### config.mk
export PLATFORM = sky130hd
export DESIGN_NAME = luma_block_predictive_encoder
export DESIGN_NICKNAME = d
export VERILOG_FILES = /design/src/rtl/lbpe_pkg.sv /design/src/rtl/luma_block_predictive_encoder.sv
export SDC_FILE = /design/constraint.sdc
export NUM_CORES = 1
export LEC_CHECK = 0
export BUFFER_PORTS_ARGS = -buffer_cell sky130_fd_sc_hd__buf_2
export CAP_MARGIN = 10
export CORE_MARGIN = 3
export CORE_UTILIZATION = 56
export CTS_CLUSTER_SIZE = 25
export DETAILED_ROUTE_END_ITERATION = 10
export HOLD_SLACK_MARGIN = 0.08
export PLACE_DENSITY = 0.79
export SLEW_MARGIN = 40
export SYNTH_ARGS = -nofsm -noshare
export SYNTH_HDL_FRONTEND = slang
export SYNTH_SLANG_ARGS = --single-unit
### constraint.sdc
create_clock -name clk_i -period 6.4 [get_ports clk_i]
set_clock_uncertainty 0.2 [all_clocks]
set_input_delay 1.28 -clock clk_i [delete_from_list [all_inputs] [get_ports clk_i]]
set_output_delay 1.28 -clock clk_i [all_outputs]
set_load 0.1 [all_outputs]
### src/rtl/lbpe_pkg.sv
// ----------------------------------------------------------------------------
// lbpe_pkg
// Types, field widths and the fixed variable-length code table of the encoder.
// ----------------------------------------------------------------------------
package lbpe_pkg;

  localparam int unsigned LUMA_W   = 6;
  localparam int unsigned CHROMA_W = 5;
  localparam int unsigned BITS_W   = 12;
  localparam int unsigned LEN_W    = 4;
  localparam int unsigned IN_W     = LUMA_W + 2 * CHROMA_W;
  localparam int unsigned OUT_W    = BITS_W + LEN_W;
  localparam int unsigned SUM_W    = 10;

  // Input tuser bit positions.
  localparam int unsigned TUSER_SMALL = 0;
  localparam int unsigned TUSER_FRAME = 1;

  // Header opcodes and length.
  localparam logic [1:0]       OP_BLOCK_4X4 = 2'd1;
  localparam logic [1:0]       OP_BLOCK_2X2 = 2'd2;
  localparam logic [LEN_W-1:0] HEADER_LEN   = 4'd12;

  // One result as held in the output queue.
  typedef struct packed {
    logic             is_header;
    logic             last;
    logic [OUT_W-1:0] data;   // code length in the top four bits, code value below
  } lbpe_res_t;

  // Each entry is {code length, code value}, matching the output tdata layout.
  localparam logic [OUT_W-1:0] VLC_TABLE [64] = '{
    16'h2002, 16'h3007, 16'h400d, 16'h5019, 16'h501c, 16'h5018, 16'h6031, 16'h6034,
    16'h6030, 16'h7061, 16'h706c, 16'h7050, 16'h80c1, 16'h80cc, 16'h80e8, 16'h91a1,
    16'h918c, 16'h91d4, 16'h9194, 16'h9190, 16'ha2a1, 16'ha341, 16'ha34c, 16'ha294,
    16'ha314, 16'hb541, 16'hb141, 16'hb68c, 16'hb54c, 16'hb14c, 16'hb494, 16'hb614,
    16'hb690, 16'hb290, 16'hb710, 16'hb310, 16'hb414, 16'hb014, 16'hb214, 16'hb094,
    16'hb28c, 16'ha090, 16'ha110, 16'ha114, 16'ha08c, 16'ha0a1, 16'h9010, 16'h90d4,
    16'h904c, 16'h9041, 16'h8068, 16'h8054, 16'h800c, 16'h8021, 16'h7028, 16'h702c,
    16'h7001, 16'h6008, 16'h6011, 16'h5000, 16'h5004, 16'h5009, 16'h4005, 16'h3003
  };

endpackage

### src/rtl/luma_block_predictive_encoder.sv
// ----------------------------------------------------------------------------
// Luma block predictive encoder
// Predicts each 6-bit luma sample of a 4x4 or 2x2 block from its neighbours
// and emits a block header plus one variable-length codeword per sample.
// ----------------------------------------------------------------------------
//
//  Channel   Direction  tdata (low bit first)              tuser / tlast
//  --------  ---------  ---------------------------------  -------------------------------
//  s_axis    in         luma[5:0] chroma_u[4:0] chroma_v   tuser: block_is_2x2, frame_start
//  m_axis    out        code_bits[11:0] code_length[3:0]   tuser: is_header; tlast: last
//  cfg       in         predictor_start[5:0]               (write enable only)
//
// Each accepted request is fully encoded in the cycle it is accepted and its
// results are written into a four-entry output queue, so a new request can be
// taken every cycle while the queue has room. The first sample of a block yields
// two results (header and codeword), every other sample one, so the sustained
// rate is set by the single output port, which also carries each header.
// The input is ready whenever the queue has room for two results, so a stalled
// output holds the input back after at most two further requests.
// Reset (rst_ni low, asynchronous) clears the block position, neighbour
// samples, running sum, predictor, configuration and the queue.

module luma_block_predictive_encoder (
  input  logic                          clk_i,
  input  logic                          rst_ni,
  input  logic                          cfg_we_i,
  input  logic [lbpe_pkg::LUMA_W-1:0]   cfg_wdata_i,   // predictor_start
  input  logic                          s_axis_tvalid,
  output logic                          s_axis_tready,
  input  logic [lbpe_pkg::IN_W-1:0]     s_axis_tdata,  // luma, chroma_u, chroma_v
  input  logic [1:0]                    s_axis_tuser,  // block_is_2x2, frame_start
  output logic                          m_axis_tvalid,
  input  logic                          m_axis_tready,
  output logic [lbpe_pkg::OUT_W-1:0]    m_axis_tdata,  // code_bits, code_length
  output logic                          m_axis_tuser,  // is_header
  output logic                          m_axis_tlast   // last_of_block
);
  import lbpe_pkg::*;

  localparam int unsigned QDEPTH = 4;
  localparam int unsigned PTR_W  = $clog2(QDEPTH);
  localparam int unsigned CNT_W  = PTR_W + 1;

  // Block state.
  logic [3:0]        pos_q, pos_d;
  logic [LUMA_W-1:0] above_q [4];
  logic [LUMA_W-1:0] left_q;
  logic [SUM_W-1:0]  sum_q, sum_d;
  logic [LUMA_W-1:0] cross_q, cross_d;
  logic              small_q, small_d;
  logic [LUMA_W-1:0] pstart_q;

  // Output queue.
  lbpe_res_t         queue_q [QDEPTH];
  logic [PTR_W-1:0]  wr_ptr_q, rd_ptr_q;
  logic [CNT_W-1:0]  count_q, count_d;

  // Request fields.
  logic [LUMA_W-1:0]   luma;
  logic [CHROMA_W-1:0] chroma_u, chroma_v;

  logic              in_fire, out_fire, first;
  logic [LUMA_W-1:0] cross_cur, pred, resid;
  logic [SUM_W-1:0]  sum_base;
  logic [1:0]        row, col;
  logic [LUMA_W:0]   pair_sum;
  logic [4:0]        pos_inc, pix_count;
  logic              last;
  lbpe_res_t         header_res, code_res;

  assign luma     = s_axis_tdata[LUMA_W-1:0];
  assign chroma_u = s_axis_tdata[LUMA_W+CHROMA_W-1:LUMA_W];
  assign chroma_v = s_axis_tdata[IN_W-1:LUMA_W+CHROMA_W];

  assign s_axis_tready = (count_q <= CNT_W'(QDEPTH - 2));
  assign in_fire       = s_axis_tvalid && s_axis_tready;
  assign m_axis_tvalid = (count_q != '0);
  assign out_fire      = m_axis_tvalid && m_axis_tready;

  assign first = (pos_q == 4'd0);

  always_comb begin
    // Block size and frame reload are taken from the request on the first sample only.
    small_d   = first ? s_axis_tuser[TUSER_SMALL] : small_q;
    cross_cur = (first && s_axis_tuser[TUSER_FRAME]) ? pstart_q : cross_q;
    sum_base  = first ? '0 : sum_q;

    if (small_d) begin
      row = {1'b0, pos_q[1]};
      col = {1'b0, pos_q[0]};
    end else begin
      row = pos_q[3:2];
      col = pos_q[1:0];
    end

    pair_sum = {1'b0, left_q} + {1'b0, above_q[col]};
    priority if (row == 2'd0) begin
      pred = (col == 2'd0) ? cross_cur : left_q;
    end else if (col == 2'd0) begin
      pred = above_q[0];
    end else begin
      pred = pair_sum[LUMA_W:1];
    end
    resid = luma - pred;

    pos_inc   = {1'b0, pos_q} + 5'd1;
    pix_count = small_d ? 5'd4 : 5'd16;
    last      = (pos_inc >= pix_count);
    sum_d     = sum_base + SUM_W'(luma);

    // At the end of a block the predictor becomes the mean luma of the block.
    if (last) begin
      cross_d = small_d ? sum_d[LUMA_W+1:2] : sum_d[LUMA_W+3:4];
      pos_d   = 4'd0;
    end else begin
      cross_d = cross_cur;
      pos_d   = pos_inc[3:0];
    end

    header_res.is_header = 1'b1;
    header_res.last      = 1'b0;
    header_res.data      = {HEADER_LEN, chroma_v, chroma_u,
                            (small_d ? OP_BLOCK_2X2 : OP_BLOCK_4X4)};
    code_res.is_header   = 1'b0;
    code_res.last        = last;
    code_res.data        = VLC_TABLE[resid];

    count_d = count_q + (in_fire ? (first ? CNT_W'(2) : CNT_W'(1)) : '0)
                      - (out_fire ? CNT_W'(1) : '0);
  end

  always_ff @(posedge clk_i or negedge rst_ni) begin
    if (!rst_ni) begin
      pos_q    <= '0;
      for (int i = 0; i < 4; i++) above_q[i] <= '0;
      left_q   <= '0;
      sum_q    <= '0;
      cross_q  <= '0;
      small_q  <= 1'b0;
      pstart_q <= '0;
      wr_ptr_q <= '0;
      rd_ptr_q <= '0;
      count_q  <= '0;
    end else begin
      if (cfg_we_i) begin
        pstart_q <= cfg_wdata_i;
      end
      if (in_fire) begin
        pos_q        <= pos_d;
        above_q[col] <= luma;
        left_q       <= luma;
        sum_q        <= last ? '0 : sum_d;
        cross_q      <= cross_d;
        small_q      <= small_d;
        wr_ptr_q     <= wr_ptr_q + (first ? PTR_W'(2) : PTR_W'(1));
      end
      if (out_fire) begin
        rd_ptr_q <= rd_ptr_q + PTR_W'(1);
      end
      count_q <= count_d;
    end
  end

  // Queue payload needs no reset.
  always_ff @(posedge clk_i) begin
    if (in_fire) begin
      if (first) begin
        queue_q[wr_ptr_q]             <= header_res;
        queue_q[wr_ptr_q + PTR_W'(1)] <= code_res;
      end else begin
        queue_q[wr_ptr_q] <= code_res;
      end
    end
  end

  assign m_axis_tdata = queue_q[rd_ptr_q].data;
  assign m_axis_tuser = queue_q[rd_ptr_q].is_header;
  assign m_axis_tlast = queue_q[rd_ptr_q].last;

endmodule

==> impl_metrics.py <==
metrics = {
    "worst_setup_path": {
        "slowest_delay_ns": 0.56,
        "path_buf_inv": 3,
        "endpoint_kind": "flop",
        "worstSetupPathType": "flop to flop",
        "critPathRequiredTime_ns": 6.36,
        "cp-start-kind": "flop",
        "arrival_ns": 5.96,
        "critPathMaxFanout": 9,
        "crit_family": "compound AO/OA/AOI/OAI gates",
        "cp_cell_sequence": "inv_1 > ha_1 > and4bb_2 > a211oi_4 > mux4_2 > and2_1 > fa_1 > a21o_1 > a21oi_1 > xnor2_1 > mux4_2 > inv_1 > ha_1 > o21ai_0 > a2111oi_0 > a211oi_1 > buf_4 > a21oi_4 > nor3_1 > a31oi_1 > o21ai_0",
        "cp_slowest_cell": "a2111oi_0",
    },
    "clock_tree": {
        "numCtsBuffers": 17,
        "cts_setup_buffers": 0,
        "cts_root_buffer": "clkbuf_16",
        "cts_max_level": 4,
        "numClockSinks": 136,
        "postCtsHoldBufs": 0,
        "clkLatencyLatePin_ns": 0.43,
        "clockBufferDepth": 2,
        "ctsResizeCount": 0,
        "cts_tree": "done",
        "cts.clk_slew.worst_paths_ns": 0.06,
    },
    "route": {
        "dr.pass1.iters": 6,
        "ant_nets": 0,
        "viasPerCell": 6.652,
        "drt_iter0_drc": 929,
        "num_vias": 7244,
        "wl_per_cell_um": 21.11,
        "drc": 0,
        "wl_um": 22990,
    },
    "yosys": {
        "syn_nets": 906,
        "synth_area_leaders": "edfxtp_1 (22%), dfrtp_1 (19%), mux4_2 (7.3%), ha_1 (5.4%), nand2_1 (5.0%)",
        "synth_top_area_cell": "edfxtp_1",
        "synth_cells": 836,
        "synth_seq_cells": 136,
        "yosys_warnings": 0,
        "async_reset_ff_share_pct": 47.06,
        "synth_edf_count": 64,
        "yosysUniqueCellTypes": 77,
        "yosysSeqAreaShare_pct": 42.59,
        "avgSynthCellArea_um2": 10.34,
        "synth_top_area_share_pct": 22.22,
        "synth_area_um2": 8648,
        "ys.flop_type": "edfxtp_1",
    },
    "floorplanning": {
        "ioPinCount": 49,
        "die_h_um": 130.3,
        "die_x_um": 130.3,
        "std_cell_rows": 44,
        "coreArea_um2": 14810,
        "initial_utilization_pct": 58.40,
        "die_area_um2": 16970,
    },
    "timing": {
        "slew_violations": 0,
        "worst_pin_slew_ns": 0.8648,
        "slew_headroom_pct": 42.35,
        "setup_violations": 0,
        "final_hold_viol_count": 0,
        "fin_crit_sh_pct": 93.80,
        "fin_crit_ns": 6.003,
        "setup_tns_ns": 0,
        "grt_setup_unrepaired": "false",
        "fmax_mhz": 166.6,
    },
    "global_routing": {
        "antenna_found_initial": 0,
        "grt_max_degree": 65,
        "grt_pass1_wl_um": 36880,
        "grt_usage_pct": 28.00,
        "grt_overflow": 0,
        "first_global_vias": 6895,
    },
    "finish": {
        "final_cells": 1089,
        "final_nets": 962,
        "final_common_cell": "nand2_1",
        "layout-drive-gt1-share_pct": 23.20,
        "final_cell_mix": "nand2_1 (115), edfxtp_1 (64), dfrtp_1 (63)",
        "fill_cells": 1126,
        "final_area_um2": 9882,
        "syn2layout_area_growth_pct": 14.27,
        "num_antenna_cells": 0,
    },
    "placed_design": {
        "postPlaceCellArea_um2": 9239,
        "port_buffers": 48,
        "hpwl_um": 15760,
        "place_congestion": 0.9986,
        "dp.cells": 1057,
    },
    "min_path": {
        "worst_hold_path_type": "flop to flop",
    },
    "flow_run": {
        "cap_violations": 0,
    },
    "outcome": {
        "status": "complete, no violations",
    },
}
[path summary, 6_finish.rpt]
check                                     from             end  slack [ns]  cells past startpoint
worst max-delay path                  pos_q[1]   queue_q[1][4]        0.40                     21
worst min register to register  queue_q[3][17]  queue_q[3][17]        0.26                      1
worst min-delay path            queue_q[3][17]  queue_q[3][17]        0.26                      1
min in group asynchronous               rst_ni     pstart_q[3]        0.73                      2
max in group asynchronous               rst_ni     rd_ptr_q[1]        4.83                      2
worst max register to register        pos_q[1]   queue_q[1][4]        0.40                     21
[metal layers]
layer  share of wire (%)  vias to the layer above  global-route usage [%]  wire length, µm
met1                  40                     3486                   38.54             9204
li1                    -                     3275                       -                -
met3                 8.9                       64                   6.099             2050
met4                 2.5                        0                   8.496              565
met2                  49                      419                   44.78            11170
met5                   0                        -                       0                0
[worst register-to-register path, stage by stage, from the launching register on]
cell and delay (ns):
dfrtp_1 0.52, inv_1 0.17, ha_1 0.29, and4bb_2 0.29
a211oi_4 0.32, mux4_2 0.38, and2_1 0.19, fa_1 0.39
a21o_1 0.21, a21oi_1 0.17, xnor2_1 0.07, mux4_2 0.44
inv_1 0.07, ha_1 0.19, o21ai_0 0.13, a2111oi_0 0.56
a211oi_1 0.11, buf_4 0.18, a21oi_4 0.26, nor3_1 0.10
a31oi_1 0.35, o21ai_0 0.15
[metrics by stage]
stage	worst slack [ns]	hold slack (ns)	util, %
2_1_floorplan	0.001937	0.2212	-
3_3_place_gp	0.1170	0.2345	62.28
3_5_place_dp	0.02460	0.2412	62.39
4_1_cts	0.4386	0.2598	66.56
5_1_grt	0.03558	0.2947	66.73
6_report	0.3967	0.2567	66.73
[cell families (layout without fill, tap and decap cells)]
group	count (synthesis)	after routing	share of synthesized area, %
adders and majority gates	41	41	6.279
and+or+nand+nor	258	258	13.72
xor gates and xnor gates	21	21	2.127
AOI/OAI and AO/OA	236	236	18.95
muxes	72	72	12.96
DFF	136	136	42.59
buffers and inverters	72	141	3.371
[sequential cells by signal, indices dropped and copies added, names as in the netlist]
signal    flops
queue_q      72
above_q      24
sum_q        10
cross_q       6
left_q        6
pstart_q      6
pos_q         4
count_q       3
rd_ptr_q      2
wr_ptr_q      2
small_q       1
[cells in the mapped netlist, types with 8 or more instances]
library cell    n
and2_1         10
clkbuf_1       37
nor3_1         23
o22ai_1         9
a21oi_1        46
o31ai_1        10
inv_1          25
mux2_2         37
a31oi_1        10
a211oi_1       11
edfxtp_1       64
nand3_1        28
nor2_1         55
a21o_1         12
o21ai_1        11
xnor2_1        14
o21ai_0        46
a22o_1         19
ha_1           37
nand2_1       115
dfxtp_1         8
dfrtp_1        64
mux4_2         28
[area by class of cell]
cell class | count | area, µm² | share of cell area, %
multi-input combinational | 628 | 4717 | 47.73
clock buffer | 17 | 425.4 | 4.305
inverter | 26 | 100.1 | 1.013
tap | 184 | 230.2 | 2.330
clock inverter | 15 | 192.7 | 1.950
sequential | 136 | 3685 | 37.29
timing repair buffer | 83 | 531.8 | 5.381
Power is not shown: default switching activity piles up to over one toggle a cycle in this logic, so the estimate is an artifact.
